**config.mk**
```make
export PLATFORM = sky130hd
export DESIGN_NAME = double_ended_queue_with_reverse_unit
export DESIGN_NICKNAME = d
export VERILOG_FILES = /design/src/derq_pkg.sv /design/src/double_ended_queue_with_reverse_unit.sv /design/src/derq_ctrl.sv /design/src/derq_dp.sv
export SDC_FILE = /design/constraint.sdc
export NUM_CORES = 2
export LEC_CHECK = 0
export ABC_AREA = 1
export ABC_CLOCK_PERIOD_IN_PS = 4400
export BUFFER_PORTS_ARGS = -buffer_cell sky130_fd_sc_hd__buf_4
export CORE_ASPECT_RATIO = 0.5
export CORE_MARGIN = 2
export CORE_UTILIZATION = 45
export CTS_BUF_LIST = sky130_fd_sc_hd__clkbuf_16
export DETAILED_ROUTE_END_ITERATION = 16
export PLACE_DENSITY = 0.65
export SLEW_MARGIN = 15
export SYNTH_ARGS = -nofsm -noshare
export SYNTH_HDL_FRONTEND = slang
export SYNTH_SLANG_ARGS = --single-unit
```
**constraint.sdc**
```tcl
create_clock -name clk -period 4.4 [get_ports clk]
set_input_delay 0.22 -clock clk [delete_from_list [all_inputs] [get_ports clk]]
set_output_delay 0.22 -clock clk [all_outputs]
set_load 0.02 [all_outputs]
```
**src/derq_pkg.sv**
```systemverilog
// shared types, constants and request codes for the double-ended queue
package derq_pkg;

  localparam int CAPACITY = 64;
  localparam int IDX_W    = $clog2(CAPACITY);
  localparam int CNT_W    = $clog2(CAPACITY + 1);
  localparam int SUM_W    = CNT_W + 1;

  localparam logic [2:0] FUNC_PUSH_FRONT = 3'd0;
  localparam logic [2:0] FUNC_PUSH_BACK  = 3'd1;
  localparam logic [2:0] FUNC_POP_FRONT  = 3'd2;
  localparam logic [2:0] FUNC_POP_BACK   = 3'd3;
  localparam logic [2:0] FUNC_REVERSE    = 3'd4;

  localparam logic [1:0] STATUS_OK    = 2'd0;
  localparam logic [1:0] STATUS_EMPTY = 2'd1;
  localparam logic [1:0] STATUS_FULL  = 2'd2;

  typedef struct packed {
    logic [2:0]         func;
    logic signed [31:0] push_value;
  } in_item_t;

  typedef struct packed {
    logic [1:0]         status;
    logic               has_value;
    logic signed [31:0] pop_value;
    logic [6:0]         count;
  } out_item_t;

  typedef struct packed {
    logic capture;
    logic exec;
  } dp_cmd_t;

endpackage

```
**src/double_ended_queue_with_reverse_unit.sv**
```systemverilog
// top level of the double-ended queue with reverse
// each item is captured, executed against the ring store, and its result held until taken
// one item at a time: a new item is accepted only after the last result has been taken,
//   as the one-item sequencer waits around the registered read of the ring store
// reset: front pointer, count and reverse flag clear; store contents undefined
module double_ended_queue_with_reverse_unit (
  input  logic                clk,
  input  logic                rst,
  input  logic                in_valid,
  output logic                in_stall,
  input  derq_pkg::in_item_t  in_data,
  output logic                out_valid,
  input  logic                out_stall,
  output derq_pkg::out_item_t out_data
);

  derq_pkg::dp_cmd_t cmd;

  derq_ctrl u_ctrl (
    .clk       (clk),
    .rst       (rst),
    .in_valid  (in_valid),
    .in_stall  (in_stall),
    .out_valid (out_valid),
    .out_stall (out_stall),
    .cmd       (cmd)
  );

  derq_dp u_dp (
    .clk      (clk),
    .rst      (rst),
    .cmd      (cmd),
    .in_data  (in_data),
    .out_data (out_data)
  );

endmodule

```
**src/derq_ctrl.sv**
```systemverilog
// request sequencer: accept, execute, hold result until taken
module derq_ctrl (
  input  logic              clk,
  input  logic              rst,
  input  logic              in_valid,
  output logic              in_stall,
  output logic              out_valid,
  input  logic              out_stall,
  output derq_pkg::dp_cmd_t cmd
);

  typedef enum logic [2:0] {
    ST_IDLE = 3'b001,
    ST_EXEC = 3'b010,
    ST_OUT  = 3'b100
  } state_t;

  state_t state, state_next;

  always_ff @(posedge clk) begin
    if (rst) begin
      state <= ST_IDLE;
    end else begin
      state <= state_next;
    end
  end

  always_comb begin
    state_next  = state;
    cmd.capture = 1'b0;
    cmd.exec    = 1'b0;
    unique case (state)
      ST_IDLE: begin
        if (in_valid) begin
          cmd.capture = 1'b1;
          state_next  = ST_EXEC;
        end
      end
      ST_EXEC: begin
        cmd.exec   = 1'b1;
        state_next = ST_OUT;
      end
      ST_OUT: begin
        if (!out_stall) begin
          state_next = ST_IDLE;
        end
      end
      default: state_next = ST_IDLE;
    endcase
  end

  assign in_stall  = (state != ST_IDLE);
  assign out_valid = (state == ST_OUT);

endmodule

```
**src/derq_dp.sv**
```systemverilog
// ring store, pointers, reverse flag and result register
module derq_dp (
  input  logic                clk,
  input  logic                rst,
  input  derq_pkg::dp_cmd_t   cmd,
  input  derq_pkg::in_item_t  in_data,
  output derq_pkg::out_item_t out_data
);

  localparam int IDX_W = derq_pkg::IDX_W;
  localparam int CNT_W = derq_pkg::CNT_W;
  localparam int SUM_W = derq_pkg::SUM_W;

  function automatic logic [IDX_W-1:0] ring_wrap(input logic [SUM_W-1:0] s);
    logic [SUM_W-1:0] r;
    begin
      r = (s >= SUM_W'(derq_pkg::CAPACITY)) ? s - SUM_W'(derq_pkg::CAPACITY) : s;
      return r[IDX_W-1:0];
    end
  endfunction

  logic signed [31:0] mem [derq_pkg::CAPACITY];

  derq_pkg::in_item_t req;
  logic [IDX_W-1:0]   front, front_next;
  logic [CNT_W-1:0]   count, count_next;
  logic               reversed, reversed_next;
  logic signed [31:0] rd_data;
  logic [1:0]         res_status, status_next;
  logic               res_has, has_next;

  logic               is_push, is_pop, at_front, full, empty;
  logic               mem_we, mem_re;
  logic [IDX_W-1:0]   slot;
  logic [SUM_W-1:0]   tail_sum, back_sum;

  always_comb begin
    is_push  = (req.func == derq_pkg::FUNC_PUSH_FRONT) ||
               (req.func == derq_pkg::FUNC_PUSH_BACK);
    is_pop   = (req.func == derq_pkg::FUNC_POP_FRONT) ||
               (req.func == derq_pkg::FUNC_POP_BACK);
    at_front = ((req.func == derq_pkg::FUNC_PUSH_FRONT) ||
                (req.func == derq_pkg::FUNC_POP_FRONT)) ^ reversed;
    full     = (count == CNT_W'(derq_pkg::CAPACITY));
    empty    = (count == '0);
    tail_sum = SUM_W'(front) + SUM_W'(count);
    back_sum = tail_sum - SUM_W'(1);

    front_next    = front;
    count_next    = count;
    reversed_next = reversed;
    status_next   = derq_pkg::STATUS_OK;
    has_next      = 1'b0;
    mem_we        = 1'b0;
    mem_re        = 1'b0;
    slot          = front;

    if (is_push) begin
      if (full) begin
        status_next = derq_pkg::STATUS_FULL;
      end else begin
        mem_we     = 1'b1;
        count_next = count + CNT_W'(1);
        if (at_front) begin
          slot       = (front == '0) ? IDX_W'(derq_pkg::CAPACITY - 1) : front - IDX_W'(1);
          front_next = slot;
        end else begin
          slot = ring_wrap(tail_sum);
        end
      end
    end else if (is_pop) begin
      if (empty) begin
        status_next = derq_pkg::STATUS_EMPTY;
      end else begin
        mem_re     = 1'b1;
        has_next   = 1'b1;
        count_next = count - CNT_W'(1);
        if (at_front) begin
          slot       = front;
          front_next = ring_wrap(SUM_W'(front) + SUM_W'(1));
        end else begin
          slot = ring_wrap(back_sum);
        end
      end
    end else if (req.func == derq_pkg::FUNC_REVERSE) begin
      reversed_next = ~reversed;
    end
  end

  always_ff @(posedge clk) begin
    if (cmd.capture) begin
      req <= in_data;
    end
    if (cmd.exec) begin
      res_status <= status_next;
      res_has    <= has_next;
    end
  end

  always_ff @(posedge clk) begin
    if (cmd.exec && mem_we) begin
      mem[slot] <= req.push_value;
    end
    if (cmd.exec && mem_re) begin
      rd_data <= mem[slot];
    end
  end

  always_ff @(posedge clk) begin
    if (rst) begin
      front    <= '0;
      count    <= '0;
      reversed <= 1'b0;
    end else if (cmd.exec) begin
      front    <= front_next;
      count    <= count_next;
      reversed <= reversed_next;
    end
  end

  assign out_data.status    = res_status;
  assign out_data.has_value = res_has;
  assign out_data.pop_value = res_has ? rd_data : 32'sd0;
  assign out_data.count     = 7'(count);

`ifndef SYNTHESIS
  a_count_bound: assert property (@(posedge clk) disable iff (rst)
    count <= CNT_W'(derq_pkg::CAPACITY))
    else $error("entry count above capacity");

  a_push_grows: assert property (@(posedge clk) disable iff (rst)
    (cmd.exec && is_push && !full) |=> (count == $past(count) + CNT_W'(1)))
    else $error("accepted push did not grow the queue");

  a_pop_empty_holds: assert property (@(posedge clk) disable iff (rst)
    (cmd.exec && is_pop && empty) |=> ($stable(front) && count == '0))
    else $error("pop on empty queue changed state");

  a_reverse_toggles: assert property (@(posedge clk) disable iff (rst)
    (cmd.exec && req.func == derq_pkg::FUNC_REVERSE) |=>
      (reversed != $past(reversed) && $stable(count)))
    else $error("reverse did not toggle the flag");
`endif

endmodule

```
Word level (Yosys, flattened, before mapping):

Memories as Yosys holds them, arrays and structs flattened. A register that Yosys moved wholly into a read port is not among the register bits.
Index checks and enable logic that the tools add are counted.

* output and inout bits: 44
* bits in registers: 55
* logic and storage cells: 91
* input bits: 39
* latch bits: 0
* memories: 1
* RAM bits: 2048
* memory bits (read-only): 0

Memory list
* u_dp.mem: words 64, bits a word 32, read ports 1, clocked after Yosys merged registers in 1, write ports 1, RTL line derq_dp.sv:22 `logic signed [31:0] mem [derq_pkg::CAPACITY];`

* bitwise operators: 4
* reduce and logical (&&, ||, !) cells: 13
* magnitude comparators: 3
* div/mod/pow operators: 0
* muxes and demuxes: 38
* equal/unequal tests: 15
* shifts and indexed selects: 0
* add/subtract/negate cells: 9
* $mul: 0

Operators with widths (count)
* 6-bit 2-to-1 mux: 16
* 32-bit 2-to-1 mux: 1
* 7-bit 2-to-1 mux: 4
* 6-bit by 1-bit subtractor with 6-bit output (second input constant): 4
* 8-bit by 7-bit greater-or-equal comparator with 1-bit output (second input constant): 2
* 1-bit 2-to-1 mux: 11
* 2-bit inequality test (second input constant): 5
* 3-bit by 2-bit equality test with 1-bit output (second input constant): 3
* 3-bit case mux with 3 select lines: 1
* 6-bit by 7-bit adder with 8-bit output: 1
* 4-bit AND reduction: 2
* 8-bit by 1-bit subtractor with 8-bit output (second input constant): 1
* 6-bit by 1-bit adder with 7-bit output (second input constant): 1
* 7-bit by 1-bit adder with 7-bit output (second input constant): 1
* 7-bit equality test (second input constant): 1
* 7-bit greater-or-equal comparator (second input constant): 1
* 7-bit zero test: 1
* 7-bit by 1-bit subtractor with 7-bit output (second input constant): 1
* 3-bit by 1-bit equality test with 1-bit output (second input constant): 2
* 3-bit equality test (second input constant): 2
* 6-bit zero test: 1
* 2-bit 2-to-1 mux: 3
* 3-bit 2-to-1 mux: 2
* 6-bit AND reduction: 1
* 9 further kinds: 14

Longest topological paths before layout:

* word-level depth: 8
* gate-level depth with buffers: 23
* gate-level depth less buffers: 22

Cells and area by module:

Synthesis repeated with hierarchy kept, for this count alone.

* cells, all modules: 8650
* area total of the unflattened synthesis: 93423.4 sq um

Modules (own cells, without submodules)
* derq_dp: area each 93269.5 sq um, sequential area each 63881.3 sq um, cells an instance 8630, instances 1
* derq_ctrl: area each 153.9 sq um, sequential area each 60.1 sq um, cells an instance 20, instances 1

Worst setup path before layout:

Ideal clock, no wire load.

* kind: reg2reg
* start point: reg u_dp.count[1]
* end point: mem u_dp.mem[56][0], enable pin
* buffers on the path: 2
* setup slack: -0.057 ns
* setup time: 0.421 ns
* arrival time: 4.036 ns
* period minus slack after synthesis: 4.457 ns
* stages on the path, launching flop included: 15
* data required time: 3.979 ns
* cell sequence: dfxtp_1 > inv_1 > fa_1 > inv_1 > nand2_1 > nand2_1 > inv_1 > nor2_1 > xor2_1 > or2_2 > a21oi_2 > buf_2 > buf_2 > nand2_1 > nor2_1

* longest elaborated chain between the ends: 8
* elaborated cells between the ends (all ways): 21
* classes of those cells: 4 x add/sub; 2 x order compare; 1 x eq/ne; 12 x mux; 2 x reduce/logical

RTL lines
* start, declared: RTL line derq_dp.sv:26 `logic [CNT_W-1:0] count, count_next;`
* start signal, assigned: RTL line derq_dp.sv:116 `count <= count_next;`
* 6-bit by 7-bit adder with 8-bit output: RTL line derq_dp.sv:46 `tail_sum = SUM_W'(front) + SUM_W'(count);`
* 8-bit by 1-bit subtractor with 8-bit output: RTL line derq_dp.sv:47 `back_sum = tail_sum - SUM_W'(1);`
* 8-bit by 7-bit greater-or-equal comparator with 1-bit output or 6-bit by 1-bit subtractor with 6-bit output (tied branches): RTL line derq_dp.sv:17 `r = (s >= SUM_W'(derq_pkg::CAPACITY)) ? s - SUM_W'(derq_pkg::CAPACITY) : s;`
* 6-bit 2-to-1 mux: RTL line derq_dp.sv:17
* 6-bit 2-to-1 mux: RTL line derq_dp.sv:78 `if (at_front) begin`
* 6-bit 2-to-1 mux: RTL line derq_dp.sv:72 `if (empty) begin`
* 6-bit 2-to-1 mux: RTL line derq_dp.sv:71 `end else if (is_pop) begin`
* 6-bit 2-to-1 mux: RTL line derq_dp.sv:58 `if (is_push) begin`
* end, declared: RTL line derq_dp.sv:22

Several ways; a longest one is shown, not always the timed one.

Final worst setup path:

* start point: reg u_dp.count[0]
* end point: reg u_dp.rd_data[0], read port of u_dp.mem (data pin)

* longest elaborated chain between the ends: 8
* elaborated cells between the ends (all ways): 20
* classes of those cells: 4 x add/sub; 2 x order compare; 1 x eq/ne; 11 x mux; 2 x reduce/logical

RTL lines
* 6-bit by 7-bit adder with 8-bit output: RTL line derq_dp.sv:46
* 8-bit by 1-bit subtractor with 8-bit output: RTL line derq_dp.sv:47
* 8-bit by 7-bit greater-or-equal comparator with 1-bit output or 6-bit by 1-bit subtractor with 6-bit output (tied branches): RTL line derq_dp.sv:17
* 6-bit 2-to-1 mux: RTL line derq_dp.sv:17
* 6-bit 2-to-1 mux: RTL line derq_dp.sv:78
* 6-bit 2-to-1 mux: RTL line derq_dp.sv:72
* 6-bit 2-to-1 mux: RTL line derq_dp.sv:71
* 6-bit 2-to-1 mux: RTL line derq_dp.sv:58
* end, declared: RTL line derq_dp.sv:28 `logic signed [31:0] rd_data;`

Several ways; a longest one is shown, not always the timed one.
A chain may end at the register's enable or synchronous reset.

==> reports/qor.yml <==
timing:
  worst_clock_skew_ns: 0.0362
  rsz0062_at_grt: "false"
  setup_violations: 0
  final.setup.tns_ns: 0
  max_freq_mhz: 233
  fin_crit_sh: 0.975
  relSlewSlack: 0.252
  slew_violations: 0
  worst_slew_pin_slew_ns: 1.12
  min_period_ns: 4.29
  hold_viol_final: 0
grt:
  antenna_found_initial: 7
  gr-total-overflow: 0
  grt_pass1_vias: 62300
  grt_pass1_wl_um: 413000
  grt.total_usage: 0.264
  grt_max_degree: 155
synthesis:
  syn_area_per_cell_um2: 10.1
  synth_cell_types: 41
  synth.area.top_cells: "edfxtp_1 (69%), nand2_1 (21%), nand3_1 (5.6%)"
  yosys_warnings: 0
  ys_seq_elements: 2135
  synth_area_um2: 92600
  yosysTopAreaCell: "edfxtp_1"
  seq_area_frac_synth: 0.690
  syn_nets: 9218
  synth_top_area_frac: 0.687
  synth_cells: 9163
worst_setup_path:
  cp.required_ns: 5.00
  cpMaxStageDelayCell: "fa_1"
  critPathArrivalTime_ns: 4.89
  crit_chain: "ha_1 -> inv_1 -> fa_1 -> ha_1 -> inv_1 -> nand4_1 -> nand3_1 -> nand2_8 -> clkinv_8 -> buf_12 -> buf_16 -> nand2_1 -> nand2_1 -> nand2_1 -> nand2_1 -> nand2_1 -> nand2_1 -> nand2_1 -> nand2_1 -> inv_1 -> nand2_1"
  cp_max_fo: 66
  crit_type: "reg -> reg"
  critPathCaptureType: "flip-flop"
  cp-startpoint: "u_dp.count[0]"
  cp-start-kind: "flip-flop"
  worstReg2RegStart: "u_dp.count[0]"
  rrSetupSlack_ns: 0.11
  reg2reg_depth: 21
  crit_top_cell: "nand2_1"
  crit_end: "u_dp.rd_data[0]"
  rr_endpoint: "u_dp.rd_data[0]"
  critPathMaxStageDelay_ns: 0.49
route:
  antenna_left: 0
  routedWlPerCell_um: 23.2
  avgViaCountPerCell: 5.52
  postRouteWirelength_um: 282000
  detail_route.iter0.violations: 9682
  dr.pass1.iters: 6
  drc: 0
  vias: 67000
floorplanning:
  initial_utilization: 0.454
  rows: 117
  fp.dieH_um: 325
  ios: 83
  die_x_um: 646
  die-area_um2: 210000
  core-area_um2: 204000
placed_design:
  dpl.cell_count: 11700
  gp_congestion: 0.892
  hpwl_um: 158000
  portBuffers: 82
power:
  power_density_nw_per_um2: 427
  p_leak_nw: 43.4
  power_mw: 44.8
  ir_drop_mv: 0.331
finish:
  finalNetCount: 9290
  drive_gt1_frac: 0.0811
  diodes: 0
  fin_util: 0.515
  final_cell_count_no_fill: 12100
  area_growth_pct: 13.5
  layout_commonest_cell: "nand2_1"
  final_cell_mix: "nand2_1 (5057), edfxtp_1 (2118), nand3_1 (1043), buf_4 (264), clkbuf_16 (197)"
clock_tree:
  cts-htree-levels: 4
  clk_pin_slew_ns: 0.07
  cts_root_buf: "clkbuf_16"
  numCtsBuffers: 192
  clock_sinks: 2135
  clk_path_buf_depth: 3
  cts_setup_buffers: 0
  clock_latency_ns: 0.85
  cts_tree: "done"
hold_path:
  hold_path.class: "in -> reg"
  min_from: "in_data[26]"
flow_run:
  cap_violations: 0
run_status:
  status: "finished, final reports clean"
[through the flow]
stage	setup slack (ns)	instance area (um^2)	hold slack, ns
2_1_floorplan	-0.0567	92600	0.319
3_3_place_gp	-0.308	98600	0.398
3_5_place_dp	-0.297	98600	0.399
4_1_cts	0.00903	105000	0.0543
5_1_grt	0.0570	105000	0.0847
6_report	0.110	105000	0.100
[cell usage after synthesis, drive strengths merged]
cell type	number
dfxtp	17
fa	2
nor2	100
o21ai	20
ha	14
a221oi	1
and2	1
a21boi	1
nor3	7
inv	151
edfxtp	2118
xor2	5
a31oi	2
o211ai	3
nand4	4
a211oi	2
nand3b	4
nand2	5066
a311oi	1
nor4	1
o31ai	1
clkbuf	146
nand3	1046
buf	411
a21oi	31
or2	2
xnor2	6
[area by class of cell]
type / count / area [um^2]
multi-input cells: 6320 / 26100
well taps: 2737 / 3420
inverters: 151 / 589
flip-flops and latches: 2135 / 63900
repair buffers: 435 / 5010
fillers: 17600 / 99000
clock buffers: 197 / 4930
clock inverters: 159 / 1120
[registers in the layout (all words and copies together), names as in the netlist]
register and flops:
u_ctrl.state 3, u_dp.front 6, u_dp.res_has 1, u_dp.reversed 1, u_dp.rd_data 32, u_dp.mem 2048
u_dp.res_status 2, u_dp.req 35, u_dp.count 7
[where the power goes]
group	switching (mW)	internal, mW	total, mW
clock network	7.59	8.87	16.5
registers	0.0431	22.6	22.6
logic	4.32	1.45	5.78
total	12.0	32.9	44.8
[layer usage]
layer | up-vias | track usage | part of all wire
met1 | 32300 | 0.382 | 0.41
met3 | 426 | 0.0635 | 0.12
met5 | - | 0 | 0.000096
li1 | 30500 | - | -
met2 | 3806 | 0.396 | 0.44
met4 | 4 | 0.0782 | 0.028
[worst min-delay path by stage]
| stage | to | slack, ns | depth (start not counted) |
|---|---|---|---|
| CTS | u_dp.req[30] | 0.05 | 2 |
| floorplan | u_dp.req[0] | 0.32 | 0 |
| global placement | u_dp.req[30] | 0.40 | 1 |
| detailed placement | u_dp.req[3] | 0.40 | 1 |
| finish | u_dp.req[26] | 0.10 | 2 |
| global route | u_dp.req[6] | 0.08 | 2 |
[logic make-up after synthesis]
family	synth area share
AO/OA/AOI/OAI	0.00381
XOR/XNOR	0.00104
adder cells (fa/ha/maj)	0.00232
buffers and inverters	0.0343
flip-flops	0.690
AND/OR/NAND/NOR	0.268
[what timing repair did]
item | in CTS | in global routing
hold buffers | 39 | 0
cloned | 0 | 0
endpoints found under the hold margin | 55 | 0
resized for setup | 5 | 5
setup endpoints to repair | 7 | 145
pin swaps | 0 | 0
[critical path: cells and delay by family, from the launching register on]
kind	cells	cell delay (ns)
buffers and inverters	6	0.87
adder cells (fa/ha/maj)	3	1.01
AND/OR/NAND/NOR	12	1.54
flip-flops	1	0.45
Note: power is estimated with default switching activity, not from simulation.
